### config.mk
export PLATFORM = sky130hd
export DESIGN_NAME = csv_to_delimited_converter
export DESIGN_NICKNAME = d
export VERILOG_FILES = /design/src/rtl/csvd_pkg.sv /design/src/rtl/csv_to_delimited_converter.sv /design/src/rtl/csvd_fsm.sv /design/src/rtl/csvd_obuf.sv
export SDC_FILE = /design/constraint.sdc
export NUM_CORES = 1
export LEC_CHECK = 0
export ABC_AREA = 1
export BUFFER_PORTS_ARGS = -buffer_cell sky130_fd_sc_hd__clkbuf_2
export CORE_MARGIN = 1
export CORE_UTILIZATION = 64
export CTS_BUF_LIST = sky130_fd_sc_hd__clkbuf_8
export DETAILED_ROUTE_END_ITERATION = 12
export PLACE_DENSITY = 0.95
export SKIP_LAST_GASP = 1
export SYNTH_ARGS = -nofsm -noshare
export SYNTH_HDL_FRONTEND = slang
export SYNTH_SLANG_ARGS = --single-unit
### constraint.sdc
create_clock -name clk_i -period 4 [get_ports clk_i]
set_clock_uncertainty 0.2 [all_clocks]
set_input_delay 0.8 -clock clk_i [delete_from_list [all_inputs] [get_ports clk_i]]
set_output_delay 0.8 -clock clk_i [all_outputs]
set_load 0.01 [all_outputs]
### src/rtl/csvd_pkg.sv
// ----------------------------------------------------------------------------
// csvd_pkg
// Shared constants and types for the CSV to delimited text converter.
// ----------------------------------------------------------------------------
`default_nettype none

package csvd_pkg;

  localparam int unsigned ByteW = 8;
  localparam int unsigned StW   = 3;

  // Configuration register indexes
  localparam logic CfgInSep  = 1'b0;
  localparam logic CfgOutSep = 1'b1;

  localparam logic [ByteW-1:0] InSepRst  = 8'd44;  // ','
  localparam logic [ByteW-1:0] OutSepRst = 8'd28;  // file separator

  localparam logic [ByteW-1:0] ChCr    = 8'h0D;
  localparam logic [ByteW-1:0] ChLf    = 8'h0A;
  localparam logic [ByteW-1:0] ChQuote = 8'h22;

  // Parser states
  localparam logic [StW-1:0] StStart  = 3'd0;
  localparam logic [StW-1:0] StNotFld = 3'd1;
  localparam logic [StW-1:0] StQuoted = 3'd2;
  localparam logic [StW-1:0] StMayDq  = 3'd3;
  localparam logic [StW-1:0] StUnquot = 3'd4;
  localparam logic [StW-1:0] StCr     = 3'd5;
  localparam logic [StW-1:0] StLf     = 3'd6;
  localparam logic [StW-1:0] StUnused = 3'd7;  // unreachable, acts as start

  // Output produced by one input byte: zero, one or two bytes
  typedef struct packed {
    logic [1:0]       cnt;
    logic [ByteW-1:0] b0;
    logic [ByteW-1:0] b1;
  } res_t;

endpackage

`default_nettype wire

### src/rtl/csv_to_delimited_converter.sv
// ----------------------------------------------------------------------------
// csv_to_delimited_converter
// Converts a CSV byte stream with quoted fields into plain delimited text.
//
// Channel  Dir  Handshake             Payload
// in       in   in_valid_i/in_stall_o in_byte_i, end_of_input_i
// out      out  out_valid_o/out_stall_i out_byte_o, last_o
// cfg      in   cfg_valid_i/cfg_ready_o cfg_index_i, cfg_data_i
//
// One input byte per cycle while the output is not stalled; an accepted byte is
// registered in the input stage, and its result bytes are registered in the output register.
// An input that yields two bytes holds the input side while the two-entry
// output register drains.
// Reset clears the parser to start of line and loads the default separators.
// cfg_ready_o is always high.
// ----------------------------------------------------------------------------
`default_nettype none

module csv_to_delimited_converter import csvd_pkg::*; (
  input  wire logic             clk_i,
  input  wire logic             rst_ni,
  input  wire logic             in_valid_i,
  output logic                  in_stall_o,
  input  wire logic [ByteW-1:0] in_byte_i,
  input  wire logic             end_of_input_i,
  output logic                  out_valid_o,
  input  wire logic             out_stall_i,
  output logic [ByteW-1:0]      out_byte_o,
  output logic                  last_o,
  input  wire logic             cfg_valid_i,
  output logic                  cfg_ready_o,
  input  wire logic             cfg_index_i,
  input  wire logic [ByteW-1:0] cfg_data_i
);

  logic             s1_valid_q, s1_valid_d;
  logic [ByteW-1:0] s1_byte_q;
  logic             s1_eoi_q;
  logic [ByteW-1:0] in_sep_q, out_sep_q;
  logic             room, fire, in_acc;
  res_t             res;

  assign cfg_ready_o = 1'b1;
  assign in_stall_o  = s1_valid_q && !room;
  assign in_acc      = in_valid_i && !in_stall_o;
  assign fire        = s1_valid_q && room;
  assign s1_valid_d  = in_acc ? 1'b1 : (fire ? 1'b0 : s1_valid_q);

  always_ff @(posedge clk_i or negedge rst_ni) begin
    if (!rst_ni) begin
      s1_valid_q <= 1'b0;
      in_sep_q   <= InSepRst;
      out_sep_q  <= OutSepRst;
    end else begin
      s1_valid_q <= s1_valid_d;
      if (cfg_valid_i) begin
        case (cfg_index_i)
          CfgInSep:  in_sep_q  <= cfg_data_i;
          CfgOutSep: out_sep_q <= cfg_data_i;
          default: ;
        endcase
      end
    end
  end

  always_ff @(posedge clk_i) begin
    if (in_acc) begin
      s1_byte_q <= in_byte_i;
      s1_eoi_q  <= end_of_input_i;
    end
  end

  csvd_fsm u_fsm (
    .clk_i    (clk_i),
    .rst_ni   (rst_ni),
    .fire_i   (fire),
    .byte_i   (s1_byte_q),
    .eoi_i    (s1_eoi_q),
    .in_sep_i (in_sep_q),
    .out_sep_i(out_sep_q),
    .res_o    (res)
  );

  csvd_obuf u_obuf (
    .clk_i      (clk_i),
    .rst_ni     (rst_ni),
    .push_i     (fire),
    .res_i      (res),
    .room_o     (room),
    .out_valid_o(out_valid_o),
    .out_stall_i(out_stall_i),
    .out_byte_o (out_byte_o),
    .last_o     (last_o)
  );

endmodule

`default_nettype wire

### src/rtl/csvd_fsm.sv
// ----------------------------------------------------------------------------
// csvd_fsm
// Parser state register and per-byte emission logic.
// ----------------------------------------------------------------------------
`default_nettype none

module csvd_fsm import csvd_pkg::*; (
  input  wire logic             clk_i,
  input  wire logic             rst_ni,
  input  wire logic             fire_i,
  input  wire logic [ByteW-1:0] byte_i,
  input  wire logic             eoi_i,
  input  wire logic [ByteW-1:0] in_sep_i,
  input  wire logic [ByteW-1:0] out_sep_i,
  output res_t                  res_o
);

  logic [StW-1:0] state_q, state_d;
  logic [StW-1:0] nx;
  res_t           res;

  always_comb begin
    nx  = state_q;
    res = '{cnt: 2'd0, b0: byte_i, b1: byte_i};
    if (eoi_i) begin
      if (state_q != StStart && state_q != StUnused) begin
        res.cnt = 2'd1;
        res.b0  = ChLf;
      end
      nx = StStart;
    end else begin
      case (state_q)
        StQuoted: begin
          if (byte_i == ChQuote) begin
            nx = StMayDq;
          end else begin
            res.cnt = 2'd1;
            nx      = StQuoted;
          end
        end
        StCr, StLf: begin
          // pending line break goes out first
          res.cnt = 2'd1;
          res.b0  = ChLf;
          if (byte_i == ChCr) begin
            nx = (state_q == StCr) ? StCr : StStart;
          end else if (byte_i == ChLf) begin
            nx = (state_q == StLf) ? StLf : StStart;
          end else if (byte_i == ChQuote) begin
            nx = StQuoted;
          end else if (byte_i == in_sep_i) begin
            res.cnt = 2'd2;
            res.b1  = out_sep_i;
            nx      = StNotFld;
          end else begin
            res.cnt = 2'd2;
            res.b1  = byte_i;
            nx      = StUnquot;
          end
        end
        default: begin
          // start of line, after separator, quote seen, unquoted field
          if (byte_i == ChCr) begin
            nx = StCr;
          end else if (byte_i == ChLf) begin
            nx = StLf;
          end else if (byte_i == ChQuote && state_q != StUnquot) begin
            if (state_q == StMayDq) begin
              res.cnt = 2'd1;
              res.b0  = ChQuote;
            end
            nx = StQuoted;
          end else if (byte_i == in_sep_i) begin
            res.cnt = 2'd1;
            res.b0  = out_sep_i;
            nx      = StNotFld;
          end else begin
            res.cnt = 2'd1;
            nx      = StUnquot;
          end
        end
      endcase
    end
  end

  assign state_d = fire_i ? nx : state_q;
  assign res_o   = res;

  always_ff @(posedge clk_i or negedge rst_ni) begin
    if (!rst_ni) begin
      state_q <= StStart;
    end else begin
      state_q <= state_d;
    end
  end

endmodule

`default_nettype wire

### src/rtl/csvd_obuf.sv
// ----------------------------------------------------------------------------
// csvd_obuf
// Two-entry output register; takes all bytes of one input at once.
// ----------------------------------------------------------------------------
`default_nettype none

module csvd_obuf import csvd_pkg::*; (
  input  wire logic             clk_i,
  input  wire logic             rst_ni,
  input  wire logic             push_i,
  input  wire res_t             res_i,
  output logic                  room_o,
  output logic                  out_valid_o,
  input  wire logic             out_stall_i,
  output logic [ByteW-1:0]      out_byte_o,
  output logic                  last_o
);

  logic [1:0]       cnt_q, cnt_d;
  logic [ByteW-1:0] b0_q, b0_d, b1_q, b1_d;
  logic             l0_q, l0_d, l1_q, l1_d;
  logic             pop;

  assign pop    = (cnt_q != 2'd0) && !out_stall_i;
  // room only when the buffer is empty or drains fully this cycle
  assign room_o = (cnt_q == 2'd0) || (cnt_q == 2'd1 && pop);

  always_comb begin
    cnt_d = cnt_q;
    b0_d  = b0_q;
    b1_d  = b1_q;
    l0_d  = l0_q;
    l1_d  = l1_q;
    if (push_i) begin
      cnt_d = res_i.cnt;
      b0_d  = res_i.b0;
      b1_d  = res_i.b1;
      l0_d  = (res_i.cnt == 2'd1);
      l1_d  = 1'b1;
    end else if (pop) begin
      cnt_d = cnt_q - 2'd1;
      b0_d  = b1_q;
      l0_d  = l1_q;
    end
  end

  always_ff @(posedge clk_i or negedge rst_ni) begin
    if (!rst_ni) begin
      cnt_q <= 2'd0;
    end else begin
      cnt_q <= cnt_d;
    end
  end

  always_ff @(posedge clk_i) begin
    b0_q <= b0_d;
    b1_q <= b1_d;
    l0_q <= l0_d;
    l1_q <= l1_d;
  end

  assign out_valid_o = (cnt_q != 2'd0);
  assign out_byte_o  = b0_q;
  assign last_o      = l0_q;

endmodule

`default_nettype wire
======== After elaboration in Yosys (flattened, before gate mapping) ========
Cells that the tools add are included.
storage, ports and cells
  register bits ........................... 48
  bits of input ports ..................... 23
  output and inout bits ................... 12
  logic and storage cells ................. 81
operators by class
  add/sub/neg operators ................... 1
  equal/unequal tests ..................... 12
  multiplexer cells ....................... 38
  bitwise operators ....................... 1
  reduce and logical (&&, ||, !) cells .... 19
operators with widths
  kind                                                                number
  8-bit 2-to-1 mux                                                    8
  10-bit 2-to-1 mux                                                   3
  3-bit 2-to-1 mux                                                    10
  9-bit 2-to-1 mux                                                    3
  8-bit by 4-bit == test with 1-bit output, second input constant     2
  8-bit one-hot mux with 2 select lines                               1
  2-bit 2-to-1 mux                                                    5
  8-bit by 6-bit == test with 1-bit output, second input constant     1
  8-bit == test                                                       1
  1-bit logical AND                                                   7
  3-bit by 2-bit == test with 1-bit output, second input constant     2
  3-bit == test, second input constant                                2
  1-bit 2-to-1 mux                                                    6
  3-bit inequality test, second input constant                        2
  3-bit one-hot mux with 2 select lines                               1
  2-bit nonzero test                                                  3
  2-bit by 1-bit == test with 1-bit output, second input constant     2
  2-bit one-hot mux with 2 select lines                               1
  2-bit AND reduction                                                 2
  1-bit zero test                                                     3
  3-bit nonzero test                                                  1
  2-bit zero test                                                     1
  2-bit OR reduction                                                  1
  2-bit by 1-bit subtractor with 2-bit output, second input constant  1
  other kinds (2)                                                     2

======== Logic depth before layout (Yosys ltp) ========
  depth after elaboration ................. 9
  gate-level depth with buffers ........... 13
  depth with buffers taken out ............ 13

======== Hierarchy ========
From an unflattened synthesis, not the netlist that was laid out.
unflattened totals
  cells, all modules ...................... 353
  area total of the unflattened synthesis .. 2,780.2 sq um
by module, submodules not included
  module                      times used  cells an instance  area each (sq um)
  csv_to_delimited_converter  1           89                 1,004.7
  csvd_fsm                    1           197                985.9
  csvd_obuf                   1           67                 789.5

======== Worst setup path after synthesis ========
OpenSTA, ideal clock, no wires.
  path kind ............................... input -> register
  from .................................... in out_stall_i
  to ...................................... reg u_obuf.l0_q, in the netlist u_obuf.last_o, enable pin
  library setup time ...................... 0.335 ns
  arrival ................................. 1.703 ns
  path slack .............................. 1.762 ns
  stages .................................. 6
  path buffers ............................ 1
  cell sequence ........................... nor2_1 a21oi_1 nor2_1 buf_4 nor2_1 inv_1
on the way
  cells in the longest elaborated chain, start to end .. 6
RTL lines
  element                       RTL line                          text
  start, declared               csv_to_delimited_converter.sv:27  input wire logic out_stall_i,
  1-bit zero test               csvd_obuf.sv:24                   assign pop = (cnt_q != 2'd0) && !out_stall_i;
  1-bit logical AND             csvd_obuf.sv:24
  1-bit logical AND             csvd_obuf.sv:26                   assign room_o = (cnt_q == 2'd0) || (cnt_q == 2'd1 && pop);
  1-bit logical OR              csvd_obuf.sv:26
  1-bit logical AND             csv_to_delimited_converter.sv:46  assign fire = s1_valid_q && room;
  via fire                      csv_to_delimited_converter.sv:40  logic room, fire, in_acc;
  2-bit nonzero test (no line)  n/a
  end signal, assigned          csvd_obuf.sv:58                   l0_q <= l0_d;
  end, declared                 csvd_obuf.sv:21                   logic l0_q, l0_d, l1_q, l1_d;
The timed path passes the listed nets, and every way through them passes these cells.
A chain may end at the register's enable or synchronous reset.

======== Final worst setup path ========
  from .................................... reg u_obuf.cnt_q[0]
  to ...................................... out in_stall_o
on the way
  cells in the longest elaborated chain, start to end .. 6
RTL lines
  element                 RTL line                          text
  start, declared         csvd_obuf.sv:19                   logic [1:0] cnt_q, cnt_d;
  start signal, assigned  csvd_obuf.sv:51                   cnt_q <= cnt_d;
  2-bit nonzero test      csvd_obuf.sv:24
  1-bit logical AND       csvd_obuf.sv:24
  1-bit logical AND       csvd_obuf.sv:26
  1-bit logical OR *      csvd_obuf.sv:26
  1-bit zero test *       csv_to_delimited_converter.sv:44  assign in_stall_o = s1_valid_q && !room;
  1-bit logical AND *     csv_to_delimited_converter.sv:44
  end, declared           csv_to_delimited_converter.sv:23  output logic in_stall_o,
Mark *: on every way between the ends. The rest lies on a longest branch, timed or not.

==> metrics.md <==
| Metric | Value |
|---|---|
| Cell Int Power | `between 1000 and 1500 uW` |
| Vias in the first global route | `between 2000 and 2500` |
| Post-layout min period | `2.57 ns` |
| Yosys warnings | `0` |
| EDFF count, synth | `26` |
| Relative slew slack | `0.621` |
| Core area | `between 4000 and 5000 sq um` |
| CP Class | `reg2out` |
| WL final | `roughly 6400 um` |
| Vias per cell | `5.71` |
| Seq cells post-synth | `between 40 and 50` |
| Clock root cell | `clkbuf_8` |
| Synth area leaders | `edfxtp_1, dfrtp_1, nand2_1` |
| Die Ht | `approximately 67 um` |
| Worst skew pair latency | `slightly above 0.3 ns` |
| Effective utilization at floorplan | `0.672` |
| TritonCTS Buffers | `5` |
| Clk sinks | `48` |
| Layout Nets | `a little under 400` |
| Commonest cells in the netlist | `nand2_1, inv_1, o21ai_0` |
| Io pins | `35` |
| DRT iter0 DRCs | `~240` |
| Mapped Area | `around 2700 sq um` |
| Synth Net Count | `360` |
| Final TNS setup | `0 ns` |
| Pwr Density | `between 600 and 700 nW/um^2` |
| Critical Path Sink Type | `primary output` |
| Hpwl dp | `roughly 4800 um` |
| CTS tree | `yes` |
| Final setup fails | `0` |
| Wire per inst | `roughly 15 um` |
| Yosys top cell by area | `edfxtp_1` |
| Mapped Cells | `about 340` |
| Clk network pwr share | `0.198` |
| Crit path to | `in_stall_o` |
| Initial antenna violation count | `0` |
| Drt drc | `0` |
| First-pass DRT Iterations | `5` |
| Hold_buf cts | `0` |
| R2R Setup Slk | `about 1.4 ns` |
| GRT Total Usage | `0.310` |
| FFs w/ async S/R, synth | `0.458` |
| Sequential Power Share | `0.398` |
| Post-synthesis sequential area ratio | `0.491` |
| Layout Utilization | `0.753` |
| Sw Ratio | `0.403` |
| RSZ-0062 raised after global routing | `false` |
| Max Clk Rate | `389 MHz` |
| CP startpoint kind | `flop` |
| Routability cong. | `about 0.95` |
| Chip width | `approximately 67 um` |
| Die Area | `4530 sq um` |
| DR vias | `around 2400` |
| CTS max path bufs | `2` |
| Max rail drop VDD | `between 0.3 and 0.4 mV` |
| Reg-to-Reg End | `u_obuf.out_byte_o[3]$_DFFE_PP_` |
| Share of layout cells above drive strength 1 | `0.213` |
| Status | `finished clean` |
| Synth top area share | `0.286` |
| Area grow syn2layout | `12.1%` |
| WHS | `between 0.2 and 0.3 ns` |
| Final Slew Violations | `0` |
| Total chip power | `between 2000 and 2500 uW` |
| Count leader, synth | `nand2_1` |
| Cell variety after synth | `35` |
| First-pass GRT wire length | `~10000 um` |
| Fin crit share | `0.643` |
| FF-to-FF Start | `u_obuf.cnt_q[0]$_DFFE_PN0P_` |
| Fin. Hold Viols | `0` |
| Row cnt | `23` |
| Critical Path Source | `u_obuf.cnt_q[0]$_DFFE_PN0P_` |
| Leakage | `around 0.0015 uW` |
| Worst EP required | `approximately 3.0 ns` |
| Placed Cells | `approximately 410` |
| Crit path DAT | `approximately 1.6 ns` |
| Syn Area/Cell | `between 8 and 9 sq um` |
| CP max FO | `3` |
| Pin count of the biggest net entering global routing | `23` |
| Max Cap Viol | `0` |
| GRT overflow | `0` |
| Top_reg_cell synth | `edfxtp_1` |
| Reg2Reg Depth | `11` |
| Combinational Power Share | `0.404` |
| Depth of the CTS H-tree | `2` |
| Hold WC Path Type | `in2async` |
| Number of diodes | `0` |
| Worst-path clk slew | `0.10 ns` |
| Antenna viol nets, final | `0` |
| Net switching power | `about 860 uW` |
| Final non-filler cell total | `roughly 420` |
| # resized after CTS | `0` |
| Slew @ Worst Pin | `~0.57 ns` |
| Setup Buffers After CTS | `0` |
| IO buf count | `33` |
## routing by layer
metal,vias to the layer above,global-route usage,share of wire
met2,147,0.538,0.50
met4,0,0.149,0.036
met5,-,0,0
li1,1154,-,-
met3,31,0.0709,0.081
met1,1070,0.359,0.38
## critical path, cell delays in order, from the launching register on
cell and delay [ns]:
dfrtp_1 0.40, inv_1 0.06, ha_1 0.22, nor2_1 0.20
a21oi_1 0.12, nand2_1 0.11, inv_1 0.04, clkbuf_2 0.12
## registers in the layout, summed over array words and instances (netlist names)
register / flops
in_sep_q: 8
s1_valid_q: 1
u_fsm.state_q: 3
s1_byte_q: 8
u_obuf.last_o: 1
s1_eoi_q: 1
u_obuf.cnt_q: 2
out_sep_q: 8
u_obuf.b1_q: 8
u_obuf.out_byte_o: 8
## power groups by stage
| stage | sequential, uW | clock (uW) | combinational, uW |
|---|---|---|---|
| 6_report | 850 | 423 | 863 |
| 5_1_grt | 865 | 446 | 961 |
| 4_1_cts | 848 | 426 | 847 |
| 3_5_place_dp | 858 | 0 | 841 |
| 3_3_place_gp | 850 | 0 | 804 |
| 2_1_floorplan | 846 | 0 | 594 |
## cell usage in the layout (no fill, tap or decap), types with 4 or more instances in the layout
master	count
a22oi_1	6
dfrtp_1	16
o21ai_0	30
o21ai_1	9
nand2_2	6
nand2_1	98
nor2_2	4
dfstp_2	6
nand3_1	24
edfxtp_1	26
inv_1	39
clkbuf_8	5
nor2_4	6
a21oi_1	8
inv_2	9
nor2_1	19
clkbuf_2	33
xnor2_1	5
## cell type report
class | instances | area, sq um
multi-input cells | 232 | 1160
flip-flops and latches | 48 | 1340
fillers | 300 | 1000
repair buffers | 34 | 173
inverters | 49 | 186
clock inverters | 3 | 68.8
clock buffers | 5 | 68.8
well taps | 50 | 62.6
## worst min path at each step
stage                              from                           end  slack, ns  cells after the start
6_report                         rst_ni   u_obuf.cnt_q[1]$_DFFE_PN0P_       0.26                      1
3_3_place_gp   out_sep_q[5]$_DFFE_PN0P_      out_sep_q[5]$_DFFE_PN0P_       0.27                      2
2_1_floorplan  out_sep_q[6]$_DFFE_PN0P_      out_sep_q[6]$_DFFE_PN0P_       0.25                      2
5_1_grt                          rst_ni  u_fsm.state_q[2]$_DFFE_PN0P_       0.30                      1
4_1_cts                          rst_ni   u_obuf.cnt_q[1]$_DFFE_PN0P_       0.28                      1
3_5_place_dp   out_sep_q[0]$_DFFE_PN0P_      out_sep_q[0]$_DFFE_PN0P_       0.28                      2
## metrics by stage
step / worst slack, ns / area [sq um]
after floorplan: 1.76 / 2730
after global placement: 1.39 / 2920
after detailed placement: 1.27 / 2920
after CTS: 1.42 / 3060
after global routing: 1.24 / 3060
final: 1.43 / 3060
## cells by family after synthesis
kind of cell,count (synthesis),synth area share
simple gates,167,0.285
fa+ha+maj,2,0.00918
compound gates,56,0.111
xor+xnor,6,0.0193
flops,48,0.491
other cells,1,0.00138
buf+inv,55,0.0840
No activity file was read; power rests on OpenSTA's default activity.
